<file path="config.mk">
export PLATFORM = sky130hd
export DESIGN_NAME = probabilistic_trr_row_sampler
export DESIGN_NICKNAME = d
export VERILOG_FILES = /design/src/rtl/ptrr_pkg.sv /design/src/rtl/probabilistic_trr_row_sampler.sv /design/src/rtl/ptrr_store.sv
export SDC_FILE = /design/constraint.sdc
export NUM_CORES = 1
export LEC_CHECK = 0
export BUFFER_PORTS_ARGS = -buffer_cell sky130_fd_sc_hd__buf_2
export CAP_MARGIN = 20
export CORE_MARGIN = 3
export CORE_UTILIZATION = 30
export DETAILED_ROUTE_END_ITERATION = 6
export PLACE_DENSITY = 0.44
export SLEW_MARGIN = 20
export SYNTH_ARGS = -nofsm -noshare
export SYNTH_HDL_FRONTEND = slang
export SYNTH_SLANG_ARGS = --single-unit
</file>
<file path="constraint.sdc">
create_clock -name clk -period 4.55 [get_ports clk]
set_input_delay 0.2275 -clock clk [delete_from_list [all_inputs] [get_ports clk]]
set_output_delay 0.2275 -clock clk [all_outputs]
set_load 0.02 [all_outputs]
</file>
<file path="src/rtl/ptrr_pkg.sv">
// Package for the probabilistic TRR row sampler: geometry constants,
// command and register codes, controller state type and store request.
// No dependencies.
package ptrr_pkg;

  localparam int NUM_RANKS       = 2;
  localparam int GROUPS_PER_RANK = 8;
  localparam int BANKS_PER_GROUP = 4;
  localparam int ROW_BITS        = 17;

  localparam int BANKS_PER_RANK = GROUPS_PER_RANK * BANKS_PER_GROUP;
  localparam int NUM_BANKS      = NUM_RANKS * BANKS_PER_RANK;
  localparam int IDX_W          = (NUM_BANKS > 1) ? $clog2(NUM_BANKS) : 1;
  localparam int LOC_W          = (BANKS_PER_RANK > 1) ? $clog2(BANKS_PER_RANK) : 1;

  localparam logic [1:0] CMD_ACT      = 2'd0;
  localparam logic [1:0] CMD_RFM_ALL  = 2'd1;
  localparam logic [1:0] CMD_RFM_BANK = 2'd2;

  localparam logic REG_THRESHOLD   = 1'b0;
  localparam logic REG_BANK_GROUPS = 1'b1;

  typedef enum logic [1:0] {
    ST_IDLE,
    ST_SCAN,
    ST_READ,
    ST_DONE
  } state_t;

  typedef struct packed {
    logic                wr_en;
    logic [IDX_W-1:0]    wr_addr;
    logic [ROW_BITS-1:0] wr_row;
    logic                clr_en;
    logic [IDX_W-1:0]    rd_addr;
  } store_req_t;

endpackage

</file>
<file path="src/rtl/probabilistic_trr_row_sampler.sv">
// Top level of the probabilistic TRR row sampler: command decode, sweep
// controller, pending and output registers. Uses ptrr_pkg and ptrr_store.
//
//   channel | direction | handshake              | moves
//   in_     | in        | in_valid / in_ready    | one DRAM command request
//   out_    | out       | out_valid / out_ready  | one victim-row refresh
//   cfg_    | in        | cfg_we                 | one register write
//
// Activates and ignored commands are accepted back to back.
// A per-bank refresh checks one bank; a rank-wide refresh walks every bank
// of the rank in order through the single read port of the row memory, a
// sampled bank also passing the READ state. Output stalls hold the sweep.
// Synchronous reset clears the valid flops; no clearing pass.
module probabilistic_trr_row_sampler (
  input  logic        clk,
  input  logic        rst_n,
  input  logic        in_valid,
  output logic        in_ready,
  input  logic [1:0]  in_command,
  input  logic        in_rank,
  input  logic [2:0]  in_bank_group,
  input  logic [4:0]  in_bank,
  input  logic [16:0] in_row,
  input  logic [15:0] in_random_draw,
  output logic        out_valid,
  input  logic        out_ready,
  output logic        out_vrr_rank,
  output logic [2:0]  out_vrr_bank_group,
  output logic [4:0]  out_vrr_bank,
  output logic [16:0] out_vrr_row,
  output logic        out_last,
  input  logic        cfg_we,
  input  logic        cfg_index,
  input  logic [16:0] cfg_wdata
);

  ptrr_pkg::state_t state_r, state_nxt;

  logic [16:0] thr_r;
  logic        grp_mode_r;

  logic                          rank_r;
  logic [ptrr_pkg::LOC_W-1:0]    loc_r, loc_nxt;
  logic [ptrr_pkg::LOC_W-1:0]    end_loc_r, end_loc_nxt;

  logic                          pend_v_r;
  logic                          pend_rank_r;
  logic [ptrr_pkg::LOC_W-1:0]    pend_loc_r;
  logic [ptrr_pkg::ROW_BITS-1:0] pend_row_r;

  logic        out_valid_r;
  logic        out_rank_r;
  logic [2:0]  out_grp_r;
  logic [4:0]  out_bank_r;
  logic [16:0] out_row_r;
  logic        out_last_r;

  ptrr_pkg::store_req_t          store_req;
  logic                          rd_valid;
  logic [ptrr_pkg::ROW_BITS-1:0] rd_row;

  logic        accept;
  logic        rank_ok, addr_ok, draw_hit;
  logic [31:0] loc_in, flat_in, flat_cur, row_ext;
  logic        out_free, slot_ok, at_end;
  logic        start_sweep, advance, push_out, push_last, pend_load, pend_drop;
  logic [31:0] pend_loc_ext, grp_ext, bank_ext, pend_row_ext;

  // input decode
  assign accept   = in_valid && in_ready;
  assign rank_ok  = 32'(in_rank) < ptrr_pkg::NUM_RANKS;
  assign addr_ok  = rank_ok && (grp_mode_r ?
                    (32'(in_bank_group) < ptrr_pkg::GROUPS_PER_RANK &&
                     32'(in_bank) < ptrr_pkg::BANKS_PER_GROUP) :
                    (32'(in_bank) < ptrr_pkg::BANKS_PER_RANK));
  assign loc_in   = grp_mode_r ?
                    32'(in_bank_group) * ptrr_pkg::BANKS_PER_GROUP + 32'(in_bank) :
                    32'(in_bank);
  assign flat_in  = 32'(in_rank) * ptrr_pkg::BANKS_PER_RANK + loc_in;
  assign flat_cur = 32'(rank_r) * ptrr_pkg::BANKS_PER_RANK + 32'(loc_r);
  assign draw_hit = {1'b0, in_random_draw} < thr_r;
  assign row_ext  = 32'(in_row);

  assign out_free = !out_valid_r || out_ready;
  assign slot_ok  = !pend_v_r || out_free;
  assign at_end   = loc_r == end_loc_r;

  // next state
  always_comb begin
    state_nxt = state_r;
    unique case (state_r)
      ptrr_pkg::ST_IDLE: begin
        if (accept && ((in_command == ptrr_pkg::CMD_RFM_ALL && rank_ok) ||
                       (in_command == ptrr_pkg::CMD_RFM_BANK && addr_ok))) begin
          state_nxt = ptrr_pkg::ST_SCAN;
        end
      end
      ptrr_pkg::ST_SCAN: begin
        if (rd_valid) begin
          state_nxt = ptrr_pkg::ST_READ;
        end else if (at_end) begin
          state_nxt = ptrr_pkg::ST_DONE;
        end
      end
      ptrr_pkg::ST_READ: begin
        if (slot_ok) begin
          state_nxt = at_end ? ptrr_pkg::ST_DONE : ptrr_pkg::ST_SCAN;
        end
      end
      ptrr_pkg::ST_DONE: begin
        if (!pend_v_r || out_free) begin
          state_nxt = ptrr_pkg::ST_IDLE;
        end
      end
      default: state_nxt = ptrr_pkg::ST_IDLE;
    endcase
  end

  // control outputs
  always_comb begin
    in_ready          = 1'b0;
    start_sweep       = 1'b0;
    advance           = 1'b0;
    push_out          = 1'b0;
    push_last         = 1'b0;
    pend_load         = 1'b0;
    pend_drop         = 1'b0;
    store_req.wr_en   = 1'b0;
    store_req.wr_addr = ptrr_pkg::IDX_W'(flat_in);
    store_req.wr_row  = row_ext[ptrr_pkg::ROW_BITS-1:0];
    store_req.clr_en  = 1'b0;
    store_req.rd_addr = ptrr_pkg::IDX_W'(flat_cur);
    loc_nxt           = '0;
    end_loc_nxt       = '0;
    unique case (state_r)
      ptrr_pkg::ST_IDLE: begin
        in_ready        = 1'b1;
        store_req.wr_en = accept && in_command == ptrr_pkg::CMD_ACT && addr_ok && draw_hit;
        start_sweep     = accept && ((in_command == ptrr_pkg::CMD_RFM_ALL && rank_ok) ||
                                     (in_command == ptrr_pkg::CMD_RFM_BANK && addr_ok));
        if (in_command == ptrr_pkg::CMD_RFM_ALL) begin
          loc_nxt     = '0;
          end_loc_nxt = ptrr_pkg::LOC_W'(ptrr_pkg::BANKS_PER_RANK - 1);
        end else begin
          loc_nxt     = ptrr_pkg::LOC_W'(loc_in);
          end_loc_nxt = ptrr_pkg::LOC_W'(loc_in);
        end
      end
      ptrr_pkg::ST_SCAN: begin
        store_req.clr_en = rd_valid;
        advance          = !rd_valid && !at_end;
      end
      ptrr_pkg::ST_READ: begin
        pend_load = slot_ok;
        push_out  = slot_ok && pend_v_r;
        advance   = slot_ok && !at_end;
      end
      ptrr_pkg::ST_DONE: begin
        push_out  = pend_v_r && out_free;
        push_last = 1'b1;
        pend_drop = out_free;
      end
      default: begin
        in_ready = 1'b0;
      end
    endcase
  end

  always_ff @(posedge clk) begin
    if (!rst_n) begin
      state_r    <= ptrr_pkg::ST_IDLE;
      thr_r      <= 17'h10000;
      grp_mode_r <= 1'b1;
    end else begin
      state_r <= state_nxt;
      if (cfg_we) begin
        unique case (cfg_index)
          ptrr_pkg::REG_THRESHOLD:   thr_r      <= cfg_wdata;
          ptrr_pkg::REG_BANK_GROUPS: grp_mode_r <= cfg_wdata[0];
        endcase
      end
    end
  end

  // sweep position
  always_ff @(posedge clk) begin
    if (start_sweep) begin
      rank_r    <= in_rank;
      loc_r     <= loc_nxt;
      end_loc_r <= end_loc_nxt;
    end else if (advance) begin
      loc_r <= loc_r + ptrr_pkg::LOC_W'(1);
    end
  end

  // pending hit: held until the next hit or the end of the sweep decides last
  always_ff @(posedge clk) begin
    if (!rst_n) begin
      pend_v_r <= 1'b0;
    end else if (pend_load) begin
      pend_v_r <= 1'b1;
    end else if (pend_drop) begin
      pend_v_r <= 1'b0;
    end
  end

  always_ff @(posedge clk) begin
    if (pend_load) begin
      pend_rank_r <= rank_r;
      pend_loc_r  <= loc_r;
      pend_row_r  <= rd_row;
    end
  end

  assign pend_loc_ext = 32'(pend_loc_r);
  assign grp_ext      = grp_mode_r ? pend_loc_ext / ptrr_pkg::BANKS_PER_GROUP : 32'd0;
  assign bank_ext     = grp_mode_r ? pend_loc_ext % ptrr_pkg::BANKS_PER_GROUP : pend_loc_ext;
  assign pend_row_ext = 32'(pend_row_r);

  always_ff @(posedge clk) begin
    if (!rst_n) begin
      out_valid_r <= 1'b0;
    end else if (push_out) begin
      out_valid_r <= 1'b1;
    end else if (out_ready) begin
      out_valid_r <= 1'b0;
    end
  end

  always_ff @(posedge clk) begin
    if (push_out) begin
      out_rank_r <= pend_rank_r;
      out_grp_r  <= grp_ext[2:0];
      out_bank_r <= bank_ext[4:0];
      out_row_r  <= pend_row_ext[16:0];
      out_last_r <= push_last;
    end
  end

  ptrr_store u_store (
    .clk      (clk),
    .rst_n    (rst_n),
    .req      (store_req),
    .rd_valid (rd_valid),
    .rd_row   (rd_row)
  );

  assign out_valid          = out_valid_r;
  assign out_vrr_rank       = out_rank_r;
  assign out_vrr_bank_group = out_grp_r;
  assign out_vrr_bank       = out_bank_r;
  assign out_vrr_row        = out_row_r;
  assign out_last           = out_last_r;

endmodule

</file>
<file path="src/rtl/ptrr_store.sv">
// Per-bank sample store: valid flops cleared at reset plus a row memory
// with one write port and one registered read port. Uses ptrr_pkg.
module ptrr_store (
  input  logic                          clk,
  input  logic                          rst_n,
  input  ptrr_pkg::store_req_t          req,
  output logic                          rd_valid,
  output logic [ptrr_pkg::ROW_BITS-1:0] rd_row
);

  logic [ptrr_pkg::NUM_BANKS-1:0] valid_r;
  logic [ptrr_pkg::ROW_BITS-1:0]  row_mem [ptrr_pkg::NUM_BANKS];
  logic [ptrr_pkg::ROW_BITS-1:0]  rd_row_r;

  always_ff @(posedge clk) begin
    if (!rst_n) begin
      valid_r <= '0;
    end else begin
      if (req.wr_en) begin
        valid_r[req.wr_addr] <= 1'b1;
      end
      if (req.clr_en) begin
        valid_r[req.rd_addr] <= 1'b0;
      end
    end
  end

  always_ff @(posedge clk) begin
    if (req.wr_en) begin
      row_mem[req.wr_addr] <= req.wr_row;
    end
  end

  always_ff @(posedge clk) begin
    rd_row_r <= row_mem[req.rd_addr];
  end

  assign rd_valid = valid_r[req.rd_addr];
  assign rd_row   = rd_row_r;

endmodule

</file>
==> results.json <==
{
  "r2r_slack_ns": 0.88,
  "synth_flop_cell": "edfxtp_1",
  "holdPathEnd": "thr_r[16]",
  "clock_sinks": 1252,
  "switching_share": 0.309,
  "critPathArrivalTime_ns": 4.29,
  "die_area_mm2": 0.158,
  "powerDensity_mw_per_mm2": 545,
  "layout_setup_ws_ns": 0.883,
  "r2r_start": "loc_r[2]",
  "fin_crit_ns": 3.67,
  "htree_levels": 4,
  "use_met3": 0.0304,
  "p_switching_mw": 9.27,
  "synth_cell_type_count": 61,
  "status": "finished, final reports clean",
  "antenna_found_initial": 9,
  "syn_nets": 2734,
  "postCtsSetupRepairBufs": 0,
  "setup_viol": 0,
  "hold_path_depth": 3,
  "reg2reg_to": "u_store.rd_row[12]",
  "path_cells": "buf_4 > nor3_2 > buf_12 > buf_4 > a22o_1 > a221oi_1 > a31oi_1 > nor4_1 > nand3_1",
  "num-fill-cells": 14096,
  "drv_slew": 0,
  "syn2layout_area_growth_pct": 19.4,
  "root_buffer": "clkbuf_16",
  "yosysMostFrequentCell": "edfxtp_1",
  "multi_input_area_mm2": 0.00913,
  "drt.antenna.violating_nets": 0,
  "path_clk_slew_ns": 0.06,
  "drcViolationCount": 0,
  "netlist_area_mm2": 0.0461,
  "met1_usage": 0.274,
  "hold_start": "rst_n",
  "ys_seq_elements": 1252,
  "hold_viol_final": 0,
  "max_freq_mhz": 273,
  "worstSkewPairLatency_ns": 0.79,
  "routedWlPerCell_um": 30.7,
  "r2r_cells": 9,
  "yosys.area.top_type": "edfxtp_1",
  "cts_resized": 0,
  "place.detailed.hpwl_um": 91400,
  "relSlewSlack": 0.328,
  "synth_seq_area_share": 0.793,
  "grt_pass1_wl_um": 217000,
  "maxCapViolCount": 0,
  "cellLeakagePower_nw": 17.0,
  "grt-busiest-layer": "met2",
  "clockPowerShare": 0.357,
  "rsz0062_at_grt": "false",
  "async_flop_share": 0,
  "drt_first_pass_iters": 6,
  "cp_max_fo": 36,
  "worst_pin_slew_ns": 1.01,
  "die_x_um": 398,
  "synthCells": 2643,
  "synth_area_leaders": "edfxtp_1, a22oi_1, dfxtp_1",
  "vias": 27470,
  "core_mm2": 0.152,
  "cpPeakStageDelay_ns": 0.78,
  "portBuffers": 95,
  "grt_pass1_vias": 27390,
  "dp_worst_setup_slack_ns": 0.792,
  "slowest_stage": "edfxtp_1",
  "setup_tns_ns": 0,
  "layout-drive-gt1-share": 0.182,
  "vdd_drop_max_mv": 0.390,
  "finClkSkew_ns": 0.0376,
  "place_congestion": 0.834,
  "fin_nets": 2995,
  "gr-usage-all-layers": 0.192,
  "regArea_mm2": 0.0366,
  "critical_path_class": "flip-flop to flip-flop",
  "path_delay_family": "simple AND/OR/NAND/NOR gates",
  "cts_made_buffers": 135,
  "internal_power_mw": 20.7,
  "cp_common_cell": "buf_4",
  "cts_buffer_depth": 3,
  "vias_per_cell": 5.45,
  "rows": 143,
  "post-route-util": 0.362,
  "p_comb_frac": 0.208,
  "cp.required_ns": 5.17,
  "timing.critical_path.buf_inv": 3,
  "grt_max_degree": 67,
  "chipHeight_um": 398,
  "startpoint_type": "flip-flop",
  "avgSynthCellArea_um2": 17.4,
  "timing.final.crit_share": 0.806,
  "hold_path_class": "input port to flip-flop",
  "grt_overflow_total": 0,
  "drt_iter0_drc": 3091,
  "synth.yosys.warnings": 0,
  "drt_wl_total_um": 155000,
  "synth_top_area_share": 0.748,
  "grt_util_met2": 0.305,
  "cts_tree": "done",
  "io_pins": 96,
  "synth_common_cells": "edfxtp_1, a22oi_1, a221oi_1, a22o_1, dfxtp_1",
  "end_kind": "flip-flop",
  "synth-edff-count": 1149,
  "p_seq_frac": 0.435,
  "initial_core_util": 0.303
}
==> tightest hold or removal path, cell delays in order <==
cell	delay, ns
buf_2	0.11
buf_4	0.32
nand3_1	0.15
==> routing by layer <==
metal / share of wire / vias up
met5: 0 / -
met2: 0.47 / 1176
li1: - / 11615
met4: 0.024 / 0
met1: 0.44 / 14485
met3: 0.066 / 194
==> state kept, by name, summed over array words and instances (netlist names), 2 cells and up <==
register	count
end_loc_r	5
thr_r	17
pend_row_r	17
u_store.row_mem	1088
pend_loc_r	5
u_store.rd_row	17
out_vrr_row	17
out_vrr_bank	5
loc_r	5
u_store.valid_r	64
out_vrr_bank_group	3
state_r	2
==> cell families (layout without fill, tap and decap cells) <==
logic type      after synthesis  count (layout)  share of synthesized area
flops                      1252            1252                      0.793
compound gates              816             816                      0.138
simple gates                308             308                     0.0349
buf+inv                     205             573                     0.0180
mux                          27              27                    0.00779
fa+ha+maj                    24              24                    0.00667
xor+xnor                     11              11                    0.00209
other cells                   0               1                          0
==> power by group through the flow <==
stage	Sequential [mW]	Clock, mW	Combinational [mW]
floorplan	13.0	0	3.19
global placement	13.3	0	6.24
detailed placement	13.3	0	6.27
CTS	13.0	10.9	6.31
global route	13.1	11.4	6.61
finish	13.1	10.7	6.25
==> cells in the final DEF, fill, tap and decap left out, drive strengths merged, types with 11 or more instances in the layout <==
cell         count
mux2i           19
ha              23
dfxtp          103
nand2           69
a22o           114
dlygate4sd3     40
nand4           34
clkbuf         166
nor3            71
a31oi           97
inv             31
a22oi          316
edfxtp        1149
nand3           46
o221a           64
a221oi         115
nor4            11
a21oi           75
buf            263
nor2            23
clkinv          65
==> timing repair <==
item                                    in CTS  in global routing
hold buffers                                39                  1
endpoints found under the setup margin       0                  0
hold endpoints to repair                    28                  3
==> cell type report <==
type | count | area share
clock inverter | 78 | 0.0142
sequential | 1252 | 0.664
antenna | 1 | 0.0000455
multi-input combinational | 1186 | 0.166
tap | 2030 | 0.0461
timing repair buffer | 303 | 0.0439
inverter | 26 | 0.00177
clock buffer | 166 | 0.0638
==> through the flow <==
step / std cells / cell area (µm²) / power [mW] / hold WS, ns
floorplan: 2643 / 46100 / 16.2 / 0.326
global placement: 4756 / 50300 / 19.5 / 0.392
detailed placement: 4757 / 50300 / 19.6 / 0.393
CTS: 5040 / 55000 / 30.3 / 0.000232
global route: 5042 / 55000 / 31.0 / 0.0500
finish: 5042 / 55000 / 30.0 / 0.0711
==> how the worst max path moves through the flow <==
| stage | startpoint | end | cells after the start |
|---|---|---|---|
| after global routing | loc_r[2] | u_store.rd_row[12] | 9 |
| after floorplan | state_r[0] | u_store.row_mem[17][0] | 8 |
| after global placement | loc_r[2] | u_store.rd_row[5] | 9 |
| after CTS | loc_r[2] | u_store.rd_row[14] | 9 |
| final | loc_r[2] | u_store.rd_row[12] | 9 |
| after detailed placement | loc_r[2] | u_store.rd_row[14] | 9 |
No activity file was read; power rests on OpenSTA's default activity.
